### config.mk
export PLATFORM = sky130hd
export DESIGN_NAME = fixed_slot_free_list_allocator_flat
export DESIGN_NICKNAME = d
export VERILOG_FILES = /design/src/design/fsfl_pkg.sv /design/src/design/fsfl_req_if.sv /design/src/design/fsfl_rsp_if.sv /design/src/design/fsfl_link_mem.sv /design/src/design/fixed_slot_free_list_allocator.sv /design/src/flat_wrapper.sv
export SDC_FILE = /design/constraint.sdc
export NUM_CORES = 2
export LEC_CHECK = 0
export BUFFER_PORTS_ARGS = -buffer_cell sky130_fd_sc_hd__buf_4
export CORE_MARGIN = 8
export CORE_UTILIZATION = 60
export CTS_BUF_LIST = sky130_fd_sc_hd__clkbuf_8
export DETAILED_ROUTE_END_ITERATION = 6
export PLACE_DENSITY = 0.76
export SLEW_MARGIN = 25
export SYNTH_ARGS = -nofsm -noshare
export SYNTH_HDL_FRONTEND = slang
export SYNTH_SLANG_ARGS = --single-unit
### constraint.sdc
create_clock -name clk -period 29.2 [get_ports clk]
set_clock_uncertainty 0.15 [all_clocks]
set_input_delay 4.38 -clock clk [delete_from_list [all_inputs] [get_ports clk]]
set_output_delay 4.38 -clock clk [all_outputs]
set_load 0.01 [all_outputs]
### src/design/fsfl_pkg.sv
// Package for the fixed-slot free-list allocator.
// Holds field widths, request and status codes, and the control state type.
// No dependencies; the two interfaces and the allocator import it.
package fsfl_pkg;

	// Field widths of the request and response transactions.
	localparam int REQ_TYPE_W    = 2;
	localparam int REQ_SIZE_W    = 16;
	localparam int FREE_SLOT_W   = 8;
	localparam int STATUS_W      = 2;
	localparam int SLOT_INDEX_W  = 8;
	localparam int SLOT_OFFSET_W = 20;
	localparam int USED_COUNT_W  = 9;

	// Configuration registers.
	localparam int SLOT_BYTES_W = 13;
	localparam int SLOT_COUNT_W = 9;
	localparam int CFG_DATA_W   = 13;
	localparam int CFG_IDX_W    = 1;

	localparam logic [SLOT_BYTES_W-1:0]  SLOT_BYTES_RST = SLOT_BYTES_W'(8);
	localparam logic [SLOT_COUNT_W-1:0]  SLOT_COUNT_RST = SLOT_COUNT_W'(256);
	localparam logic [SLOT_OFFSET_W-1:0] OFFSET_MAX     = 20'hFFFFF;

	typedef enum logic [CFG_IDX_W-1:0] {
		CFG_SLOT_BYTES = 1'b0,
		CFG_SLOT_COUNT = 1'b1
	} cfg_idx_t;

	typedef enum logic [REQ_TYPE_W-1:0] {
		REQ_INIT  = 2'd0,
		REQ_ALLOC = 2'd1,
		REQ_FREE  = 2'd2,
		REQ_NOP   = 2'd3
	} req_type_t;

	typedef enum logic [STATUS_W-1:0] {
		STAT_OK        = 2'd0,
		STAT_TOO_LARGE = 2'd1,
		STAT_EMPTY     = 2'd2,
		STAT_IGNORED   = 2'd3
	} status_t;

	// What an accepted request does to the list once its response is issued.
	typedef enum logic [1:0] {
		OP_NONE = 2'd0,
		OP_INIT = 2'd1,
		OP_POP  = 2'd2,
		OP_PUSH = 2'd3
	} op_t;

	typedef enum logic [1:0] {
		S_IDLE = 2'd0,
		S_INIT = 2'd1,
		S_RESP = 2'd2
	} state_t;

endpackage

### src/design/fsfl_req_if.sv
// Request channel of the free-list allocator: valid/ready plus request fields.
// Depends on fsfl_pkg for the field widths.
interface fsfl_req_if import fsfl_pkg::*; ();
	logic                   valid;
	logic                   ready;
	logic [REQ_TYPE_W-1:0]  req_type;
	logic [REQ_SIZE_W-1:0]  req_size;
	logic [FREE_SLOT_W-1:0] free_slot;
	logic                   free_is_null;

	modport source (output valid, output req_type, output req_size, output free_slot,
		output free_is_null, input ready);
	modport sink (input valid, input req_type, input req_size, input free_slot,
		input free_is_null, output ready);
endinterface

### src/design/fsfl_rsp_if.sv
// Response channel of the free-list allocator: valid/ready plus result fields.
// Depends on fsfl_pkg for the field widths.
interface fsfl_rsp_if import fsfl_pkg::*; ();
	logic                     valid;
	logic                     ready;
	logic [STATUS_W-1:0]      status;
	logic [SLOT_INDEX_W-1:0]  slot_index;
	logic [SLOT_OFFSET_W-1:0] slot_offset;
	logic [USED_COUNT_W-1:0]  used_count;

	modport source (output valid, output status, output slot_index, output slot_offset,
		output used_count, input ready);
	modport sink (input valid, input status, input slot_index, input slot_offset,
		input used_count, output ready);
endinterface

### src/design/fsfl_link_mem.sv
// Next-link memory of the free list: one write port, one read port,
// read data registered. No package dependency.
module fsfl_link_mem #(
	parameter int DEPTH  = 256,
	parameter int DATA_W = 9
) (
	input  logic                     clk,
	input  logic                     we,
	input  logic [$clog2(DEPTH)-1:0] waddr,
	input  logic [DATA_W-1:0]        wdata,
	input  logic                     re,
	input  logic [$clog2(DEPTH)-1:0] raddr,
	output logic [DATA_W-1:0]        rdata
);

	logic [DATA_W-1:0] mem [DEPTH];
	logic [DATA_W-1:0] rdata_q;

	always_ff @(posedge clk) begin
		if (we) begin
			mem[waddr] <= wdata;
		end
	end

	always_ff @(posedge clk) begin
		if (re) begin
			rdata_q <= mem[raddr];
		end
	end

	assign rdata = rdata_q;

endmodule

### src/design/fixed_slot_free_list_allocator.sv
// Fixed-slot pool allocator built on a LIFO free list held in a link memory.
// Depends on fsfl_pkg, fsfl_req_if, fsfl_rsp_if and fsfl_link_mem.
//
// Usage: each request transaction (init, allocate, free, or no-op) yields exactly
// one response transaction carrying a status, the slot index and byte offset of
// an allocated slot, and the number of slots in use after the request.
// The configuration port writes slot_bytes (index 0) and slot_count (index 1);
// it must be written only while the allocator is idle, which the block itself
// does not enforce, and slot_count takes effect at the next init request.
// Sequence: allocate, free and no-op requests pass through an accept state
// (S_IDLE), which issues the link memory read or write, and a response state
// (S_RESP), in which the read data becomes the new head. An init request walks the
// link memory one entry per cycle in S_INIT, min(slot_count, NUM_SLOTS) entries,
// between the two. One request is in work at a time; the response register lets
// the next request be accepted while an earlier response still waits to be taken.
// Reset leaves the free list empty (head is the null marker), the used count at
// zero and the registers at slot_bytes 8 and slot_count 256; an init request is
// needed before any allocation succeeds. When the receiver stalls, the response
// stays in the output register and a finished request holds in its response
// state, so no request is accepted until the output register drains.
module fixed_slot_free_list_allocator import fsfl_pkg::*; #(
	parameter int NUM_SLOTS = 256
) (
	input  logic                  clk,
	input  logic                  arst_n,
	input  logic                  cfg_we,
	input  logic [CFG_IDX_W-1:0]  cfg_index,
	input  logic [CFG_DATA_W-1:0] cfg_wdata,
	fsfl_req_if.sink              req,
	fsfl_rsp_if.source            rsp
);

	// A link holds a slot index or the null marker NUM_SLOTS.
	localparam int IDX_W  = $clog2(NUM_SLOTS);
	localparam int LINK_W = IDX_W + 1;
	localparam int PROD_W = IDX_W + SLOT_BYTES_W;
	localparam logic [LINK_W-1:0] NULL_LINK  = LINK_W'(NUM_SLOTS);
	localparam int ACTIVE_RST_I = (int'(SLOT_COUNT_RST) > NUM_SLOTS) ? NUM_SLOTS
		: int'(SLOT_COUNT_RST);
	localparam logic [LINK_W-1:0] ACTIVE_RST = LINK_W'(ACTIVE_RST_I);

	state_t state_q, state_nx;

	logic [SLOT_BYTES_W-1:0] slot_bytes_q;
	logic [SLOT_COUNT_W-1:0] slot_count_q;
	logic [LINK_W-1:0]       head_q;
	logic [LINK_W-1:0]       used_q;
	logic [LINK_W-1:0]       active_q;
	logic [IDX_W-1:0]        cnt_q;

	// Request captured at accept.
	op_t               op_s1;
	status_t           status_s1;
	logic [IDX_W-1:0]  free_idx_s1;
	logic [PROD_W-1:0] prod_s1;
	logic [LINK_W-1:0] init_n_s1;

	// Output register.
	logic                     out_valid_q;
	logic [STATUS_W-1:0]      out_status_q;
	logic [SLOT_INDEX_W-1:0]  out_index_q;
	logic [SLOT_OFFSET_W-1:0] out_offset_q;
	logic [USED_COUNT_W-1:0]  out_used_q;

	logic              req_acc;
	logic              head_null;
	logic [LINK_W-1:0] eff_n;
	op_t               dec_op;
	status_t           dec_status;

	logic              link_we;
	logic [IDX_W-1:0]  link_waddr;
	logic [LINK_W-1:0] link_wdata;
	logic              link_re;
	logic [LINK_W-1:0] link_rdata;

	logic              init_last;
	logic [LINK_W-1:0] cnt_next_link;
	logic              rsp_load;

	logic [LINK_W-1:0]        head_nx;
	logic [LINK_W-1:0]        used_nx;
	logic [SLOT_INDEX_W-1:0]  index_nx;
	logic [SLOT_OFFSET_W-1:0] offset_nx;

	assign req.ready = (state_q == S_IDLE);
	assign req_acc   = req.valid && req.ready;
	assign head_null = (32'(head_q) >= NUM_SLOTS);
	assign eff_n     = (32'(slot_count_q) > NUM_SLOTS) ? LINK_W'(NUM_SLOTS)
		: LINK_W'(slot_count_q);

	// Configuration writes.
	always_ff @(posedge clk or negedge arst_n) begin
		if (!arst_n) begin
			slot_bytes_q <= SLOT_BYTES_RST;
			slot_count_q <= SLOT_COUNT_RST;
		end else if (cfg_we) begin
			unique case (cfg_idx_t'(cfg_index))
				CFG_SLOT_BYTES: slot_bytes_q <= cfg_wdata[SLOT_BYTES_W-1:0];
				CFG_SLOT_COUNT: slot_count_q <= cfg_wdata[SLOT_COUNT_W-1:0];
			endcase
		end
	end

	// Decode the incoming request into a list operation and a status.
	always_comb begin
		dec_op     = OP_NONE;
		dec_status = STAT_OK;
		unique case (req_type_t'(req.req_type))
			REQ_INIT: begin
				dec_op = OP_INIT;
			end
			REQ_ALLOC: begin
				if (32'(req.req_size) > 32'(slot_bytes_q)) begin
					dec_status = STAT_TOO_LARGE;
				end else if (head_null) begin
					dec_status = STAT_EMPTY;
				end else begin
					dec_op = OP_POP;
				end
			end
			REQ_FREE: begin
				if (req.free_is_null || 32'(req.free_slot) >= NUM_SLOTS) begin
					dec_status = STAT_IGNORED;
				end else begin
					dec_op = OP_PUSH;
				end
			end
			REQ_NOP: begin
				dec_op = OP_NONE;
			end
		endcase
	end

	// The request is held here until its response goes out.
	always_ff @(posedge clk) begin
		if (req_acc) begin
			op_s1       <= dec_op;
			status_s1   <= dec_status;
			free_idx_s1 <= IDX_W'(req.free_slot);
			prod_s1     <= PROD_W'(head_q[IDX_W-1:0]) * PROD_W'(slot_bytes_q);
			init_n_s1   <= eff_n;
		end
	end

	// Init sweep counter: links entry i to i + 1, the last one to null.
	assign cnt_next_link = LINK_W'(cnt_q) + LINK_W'(1);
	assign init_last     = (cnt_next_link == init_n_s1);

	always_ff @(posedge clk or negedge arst_n) begin
		if (!arst_n) begin
			cnt_q <= '0;
		end else if (req_acc) begin
			cnt_q <= '0;
		end else if (state_q == S_INIT) begin
			cnt_q <= cnt_q + IDX_W'(1);
		end
	end

	// Next state.
	always_comb begin
		state_nx = state_q;
		unique case (state_q)
			S_IDLE: begin
				if (req_acc) begin
					state_nx = (dec_op == OP_INIT && eff_n != '0) ? S_INIT : S_RESP;
				end
			end
			S_INIT: begin
				if (init_last) begin
					state_nx = S_RESP;
				end
			end
			S_RESP: begin
				if (rsp_load) begin
					state_nx = S_IDLE;
				end
			end
			default: state_nx = S_IDLE;
		endcase
	end

	always_ff @(posedge clk or negedge arst_n) begin
		if (!arst_n) begin
			state_q <= S_IDLE;
		end else begin
			state_q <= state_nx;
		end
	end

	// State machine outputs: link memory port control and response load.
	always_comb begin
		link_we    = 1'b0;
		link_waddr = cnt_q;
		link_wdata = cnt_next_link;
		link_re    = 1'b0;
		rsp_load   = 1'b0;
		unique case (state_q)
			S_IDLE: begin
				if (req_acc && dec_op == OP_PUSH) begin
					link_we    = 1'b1;
					link_waddr = IDX_W'(req.free_slot);
					link_wdata = head_q;
				end
				link_re = req_acc && (dec_op == OP_POP);
			end
			S_INIT: begin
				link_we    = 1'b1;
				link_wdata = init_last ? NULL_LINK : cnt_next_link;
			end
			S_RESP: begin
				rsp_load = !out_valid_q || rsp.ready;
			end
			default: begin
				link_we = 1'b0;
			end
		endcase
	end

	fsfl_link_mem #(
		.DEPTH  (NUM_SLOTS),
		.DATA_W (LINK_W)
	) u_link_mem (
		.clk   (clk),
		.we    (link_we),
		.waddr (link_waddr),
		.wdata (link_wdata),
		.re    (link_re),
		.raddr (head_q[IDX_W-1:0]),
		.rdata (link_rdata)
	);

	// Response values and list updates, applied when the response is loaded.
	always_comb begin
		head_nx   = head_q;
		used_nx   = used_q;
		index_nx  = '0;
		offset_nx = '0;
		case (op_s1)
			OP_POP: begin
				head_nx  = link_rdata;
				index_nx = SLOT_INDEX_W'(head_q[IDX_W-1:0]);
				used_nx  = (used_q < active_q) ? used_q + LINK_W'(1) : used_q;
				offset_nx = (32'(prod_s1) > 32'(OFFSET_MAX)) ? OFFSET_MAX
					: SLOT_OFFSET_W'(prod_s1);
			end
			OP_PUSH: begin
				head_nx = LINK_W'(free_idx_s1);
				used_nx = (used_q != '0) ? used_q - LINK_W'(1) : used_q;
			end
			OP_INIT: begin
				head_nx = (init_n_s1 != '0) ? '0 : NULL_LINK;
				used_nx = '0;
			end
			default: begin
				head_nx = head_q;
			end
		endcase
	end

	always_ff @(posedge clk or negedge arst_n) begin
		if (!arst_n) begin
			head_q   <= NULL_LINK;
			used_q   <= '0;
			active_q <= ACTIVE_RST;
		end else if (rsp_load) begin
			head_q <= head_nx;
			used_q <= used_nx;
			if (op_s1 == OP_INIT) begin
				active_q <= init_n_s1;
			end
		end
	end

	// Output register: holds a response until the receiver takes it.
	always_ff @(posedge clk or negedge arst_n) begin
		if (!arst_n) begin
			out_valid_q <= 1'b0;
		end else if (rsp_load) begin
			out_valid_q <= 1'b1;
		end else if (rsp.ready) begin
			out_valid_q <= 1'b0;
		end
	end

	always_ff @(posedge clk) begin
		if (rsp_load) begin
			out_status_q <= status_s1;
			out_index_q  <= index_nx;
			out_offset_q <= offset_nx;
			out_used_q   <= USED_COUNT_W'(used_nx);
		end
	end

	assign rsp.valid       = out_valid_q;
	assign rsp.status      = out_status_q;
	assign rsp.slot_index  = out_index_q;
	assign rsp.slot_offset = out_offset_q;
	assign rsp.used_count  = out_used_q;

`ifndef NO_ASSERTIONS
	// One request at a time: an accept always closes the request port next cycle.
	a_one_in_flight: assert property (@(posedge clk) disable iff (!arst_n)
		req_acc |=> !req.ready)
		else $error("request accepted while another is in work");

	// The used count never exceeds the number of slots linked by the last init.
	a_used_bounded: assert property (@(posedge clk) disable iff (!arst_n)
		used_q <= active_q)
		else $error("used count above active slot count");

	// A pop is only ever committed while the list holds a slot.
	a_pop_nonempty: assert property (@(posedge clk) disable iff (!arst_n)
		rsp_load && op_s1 == OP_POP |-> !head_null)
		else $error("pop from an empty free list");

	// The head is a slot index or the null marker, never beyond it.
	a_head_range: assert property (@(posedge clk) disable iff (!arst_n)
		rsp_load |=> 32'(head_q) <= NUM_SLOTS)
		else $error("free list head out of range");
`endif

endmodule

### src/flat_wrapper.sv
// flat-port wrapper written by rule: the top's interface ports become plain ports
module fixed_slot_free_list_allocator_flat import fsfl_pkg::*;
#(
	parameter int NUM_SLOTS = 256
)
  (clk, arst_n, cfg_we, cfg_index, cfg_wdata, req_valid, req_req_type, req_req_size, req_free_slot, req_free_is_null, req_ready, rsp_valid, rsp_status, rsp_slot_index, rsp_slot_offset, rsp_used_count, rsp_ready);
  fsfl_req_if req_i ();
  fsfl_rsp_if rsp_i ();
  input  logic clk;
  input  logic arst_n;
  input  logic cfg_we;
  input  logic [CFG_IDX_W-1:0] cfg_index;
  input  logic [CFG_DATA_W-1:0] cfg_wdata;
  input wire logic [$bits(req_i.valid)-1:0] req_valid;
  input wire logic [$bits(req_i.req_type)-1:0] req_req_type;
  input wire logic [$bits(req_i.req_size)-1:0] req_req_size;
  input wire logic [$bits(req_i.free_slot)-1:0] req_free_slot;
  input wire logic [$bits(req_i.free_is_null)-1:0] req_free_is_null;
  output wire logic [$bits(req_i.ready)-1:0] req_ready;
  output wire logic [$bits(rsp_i.valid)-1:0] rsp_valid;
  output wire logic [$bits(rsp_i.status)-1:0] rsp_status;
  output wire logic [$bits(rsp_i.slot_index)-1:0] rsp_slot_index;
  output wire logic [$bits(rsp_i.slot_offset)-1:0] rsp_slot_offset;
  output wire logic [$bits(rsp_i.used_count)-1:0] rsp_used_count;
  input wire logic [$bits(rsp_i.ready)-1:0] rsp_ready;
  assign req_i.valid = req_valid;
  assign req_i.req_type = req_req_type;
  assign req_i.req_size = req_req_size;
  assign req_i.free_slot = req_free_slot;
  assign req_i.free_is_null = req_free_is_null;
  assign req_ready = req_i.ready;
  assign rsp_valid = rsp_i.valid;
  assign rsp_status = rsp_i.status;
  assign rsp_slot_index = rsp_i.slot_index;
  assign rsp_slot_offset = rsp_i.slot_offset;
  assign rsp_used_count = rsp_i.used_count;
  assign rsp_i.ready = rsp_ready;
  fixed_slot_free_list_allocator #(.NUM_SLOTS(NUM_SLOTS)) u_core (.clk(clk), .arst_n(arst_n), .cfg_we(cfg_we), .cfg_index(cfg_index), .cfg_wdata(cfg_wdata), .req(req_i), .rsp(rsp_i));
endmodule
==> results.sh <==
export IMPL_tightest_slew_ns=1.12
export IMPL_initial_utilization_pct=60.5
export IMPL_cts_setup_buffers=0
export IMPL_synth_cells=4919
export IMPL_fin_crit_ns=8.37
export IMPL_ir_drop_uv=88.3
export IMPL_max_cap_violations=0
export IMPL_wire_per_inst_um=31.5
export IMPL_synth_adder_area_share_pct=2.18
export IMPL_syn_to_final_growth_pct=10.1
export IMPL_finalHoldViolations=0
export IMPL_compound_gate_fraction_of_synth_area_pct=2.36
export IMPL_hold_path_startpoint="u_core.status_s1[1]"
export IMPL_drt_drc_violations_left=0
export IMPL_clock_sinks=2454
export IMPL_endpoint_of_the_worst_slack_reg_to_reg_timing_path="u_core.u_link_mem.rdata[8]"
export IMPL_floorplan_die_area_um2=180000
export IMPL_clockBufferDepth=4
export IMPL_hpwlAfterDp_um=143000
export IMPL_cts_max_level=5
export IMPL_rrSetupSlack_ns=22.58
export IMPL_synth_edf_count=2394
export IMPL_final_max_slew_viol_count=0
export IMPL_synth_ff_latch_count=2454
export IMPL_critPathMaxStageDelay_ns=0.89
export IMPL_drt_wl_total_um=242000
export IMPL_worstSetupStartpointType="input pin"
export IMPL_critical_path_slowest_cell="buf_4"
export IMPL_cp_arrival_ns=8.84
export IMPL_grt_setup_unrepaired="false"
export IMPL_post_synth_mux_area_share_pct=15.8
export IMPL_globalplace_congestion=0.879
export IMPL_achievable_freq_ghz=0.120
export IMPL_yosysTopAreaCell="edfxtp_1"
export IMPL_detailedPlace_worstSlack_ns=19.97
export IMPL_crit_path_start="req_req_type[0]"
export IMPL_largest_net_degree_at_the_start_of_global_routing=202
export IMPL_grt_antenna_before_repair=8
export IMPL_post_synth_and_or_nand_nor_area_fraction_pct=3.82
export IMPL_synth_yosys_seq_area_share_pct=73.6
export IMPL_critPathCaptureType="flip-flop"
export IMPL_largest_family_of_logic_cells_by_synthesized_area="multiplexers"
export IMPL_synth_xor_area_share_pct=0.299
export IMPL_grt_pass1_wl_um=351000
export IMPL_cts_root_buffer="clkbuf_8"
export IMPL_leakagePower_uw=0.0346
export IMPL_first_global_vias=50600
export IMPL_postSynth_topFlopCell="edfxtp_1"
export IMPL_worst_setup_path_type="in -> reg"
export IMPL_critical_path_cell_chain="buf_4 -> inv_1 -> ha_1 -> nand2b_1 -> nor3_4 -> buf_4 -> nor2_1 -> a21oi_1 -> buf_4 -> o21ai_4 -> buf_12 -> buf_4"
export IMPL_die_h_um=424
export IMPL_worst_r2r_path_depth=8
export IMPL_cts_tree="done"
export IMPL_finish_net_count=5383
export IMPL_power_density_nw_per_um2=86.7
export IMPL_die_w_um=424
export IMPL_setup_total_negative_slack_ns=0
export IMPL_report_power_total_uw=9520
export IMPL_rows=149
export IMPL_crit_end="u_core.u_link_mem.mem[134][6]"
export IMPL_cts_reportedPaths_clkPinSlew_ns=0.06
export IMPL_leading_post_synthesis_cells_by_cell_area="edfxtp_1 (72%), mux4_2 (15%), dfrtp_1 (1.4%)"
export IMPL_drt_iter0_drc=6919
export IMPL_final_critical_path_setup_slack_ns=20.83
export IMPL_reg2reg_from="u_core.head_q[0]"
export IMPL_core_area_um2=165000
export IMPL_mean_syn_cell_area_um2=20.3
export IMPL_grt_overflow=0
export IMPL_netlist_area_um2=99800
export IMPL_drive_above_1_share_pct=25.1
export IMPL_drt_via_density=6.68
export IMPL_io_pins=87
export IMPL_fin_cells=7680
export IMPL_cts_hold_buf=0
export IMPL_cp_max_fo=144
export IMPL_outcome="finished, final reports clean"
export IMPL_cp_common_cell="buf_4"
export IMPL_mappedNetlistNets=5099
export IMPL_ys_async_rst_share_pct=2.44
export IMPL_clkLatencyLatePin_ns=1.04
export IMPL_synth_lib_cells_used_distinct=75
export IMPL_tot_gr_track_use_pct=26.8
export IMPL_detailroute_via_count=51300
export IMPL_synth_top_area_share_pct=72.1
export IMPL_finalCritPeriodShare_pct=28.7
export IMPL_detail_route_first_pass_iterations=6
export IMPL_worst_hold_path_type="reg -> reg"
export IMPL_cts_buffers_inserted=380
export IMPL_cp_data_required_time_ns=29.67
export IMPL_slew_headroom_pct=24.4
export IMPL_synthesis_yosys_warnings=0
export IMPL_cts_resized=0
export IMPL_io_buffers=86
export IMPL_ant_nets=0
export IMPL_postLayoutCoreUtil_pct=66.6
export IMPL_report_final_setup_viol=0
export IMPL_placed_cells_incl_taps=7003
-- flip-flops by register name (all words and copies together) (netlist names) --
| name | count |
|---|---|
| u_core.head_q | 9 |
| u_core.rsp.used_count | 9 |
| u_core.status_s1 | 2 |
| u_core.prod_s1 | 21 |
| u_core.active_q | 9 |
| u_core.slot_bytes_q | 13 |
| u_core.cnt_q | 8 |
| u_core.u_link_mem.mem | 2304 |
| u_core.init_n_s1 | 9 |
| u_core.op_s1 | 2 |
| u_core.used_q | 9 |
| u_core.rsp.slot_index | 8 |
| u_core.free_idx_s1 | 8 |
| u_core.rsp.status | 2 |
| u_core.state_q | 2 |
| u_core.rsp.valid | 1 |
| u_core.rsp.slot_offset | 20 |
| u_core.u_link_mem.rdata | 9 |
| u_core.slot_count_q | 9 |
-- power breakdown --
| group | switching (uW) | internal [uW] | total (uW) |
|---|---|---|---|
| clock network | 1310 | 1420 | 2720 |
| registers | 108 | 4140 | 4250 |
| logic | 1530 | 1020 | 2550 |
-- layout by cell type, fill, tap and decap left out, types with 25 or more instances in the layout --
cell and n:
a211oi_1 25, a21oi_1 43, a22o_1 25, a22oi_1 41, and2_1 89, buf_4 155, clkbuf_8 382, clkinv_1 94
clkinv_2 59, dfrtp_1 52, edfxtp_1 2394, fa_1 66, ha_1 68, inv_1 199, mux2i_1 117, mux4_2 643
nand2_1 138, nand3_1 36, nor2_1 344, o211ai_1 30, o21ai_0 63, or3_1 26
-- layout make-up --
class	count	area [um^2]
Tap cell	2189	2740
Antenna cell	8	20.0
Sequential cell	2454	73400
Multi-Input combinational cell	2078	24600
Clock inverter	280	1790
Timing Repair Buffer	175	1610
Fill cell	10200	55200
Clock buffer	382	5260
Inverter	114	428
-- stage by stage --
step	area, um^2	hold WS [ns]
2_1_floorplan	99800	0.250
3_3_place_gp	103000	0.254
3_5_place_dp	103000	0.255
4_1_cts	110000	0.270
5_1_grt	110000	0.276
6_report	110000	0.270
-- worst min path at each step --
stage                                end  cells after the start
finish              u_core.rsp.status[1]                      0
global route        u_core.rsp.status[1]                      0
CTS                 u_core.rsp.status[1]                      0
detailed placement  u_core.rsp.status[1]                      0
global placement    u_core.rsp.status[1]                      0
floorplan           u_core.rsp.status[0]                      0
-- synthesized netlist by cell type, types with 10 or more instances --
cell type,n
a211oi_1,25
a21oi_1,43
a22o_1,25
a22oi_1,41
a31oi_1,11
and2_1,89
and3_1,14
buf_1,13
buf_2,71
buf_4,43
buf_6,29
clkbuf_1,117
dfrtp_1,56
edfxtp_1,2394
fa_1,66
ha_1,68
inv_1,112
mux2_2,13
mux2i_1,117
mux4_2,643
nand2_1,138
nand2b_1,19
nand3_1,36
nand4_1,21
nor2_1,345
nor2b_1,25
nor3_1,21
nor4_1,13
o211ai_1,30
o21ai_0,71
o221ai_1,16
o22ai_1,12
o2bb2ai_1,10
or2_2,20
or3_1,26
xnor2_1,22
xor2_1,12
-- layer usage --
layer / wire (um) / global-route usage [%]
met5: 133 / 0.376
met4: 8310 / 9.09
met3: 30300 / 8.14
met2: 112000 / 40.4
met1: 92000 / 37.9
-- critical path, delay by kind of cell --
kind,cells,cell delay (ns)
fa+ha+maj,1,0.23
compound gates,2,0.81
buf+inv,6,2.08
simple gates,3,0.94
-- logic make-up after synthesis --
group           Yosys count
fa+ha+maj               134
buf+inv                 387
compound gates          338
mux                     773
simple gates            799
flops                  2454
xor+xnor                 34
Power figures use the tool's default switching activity.
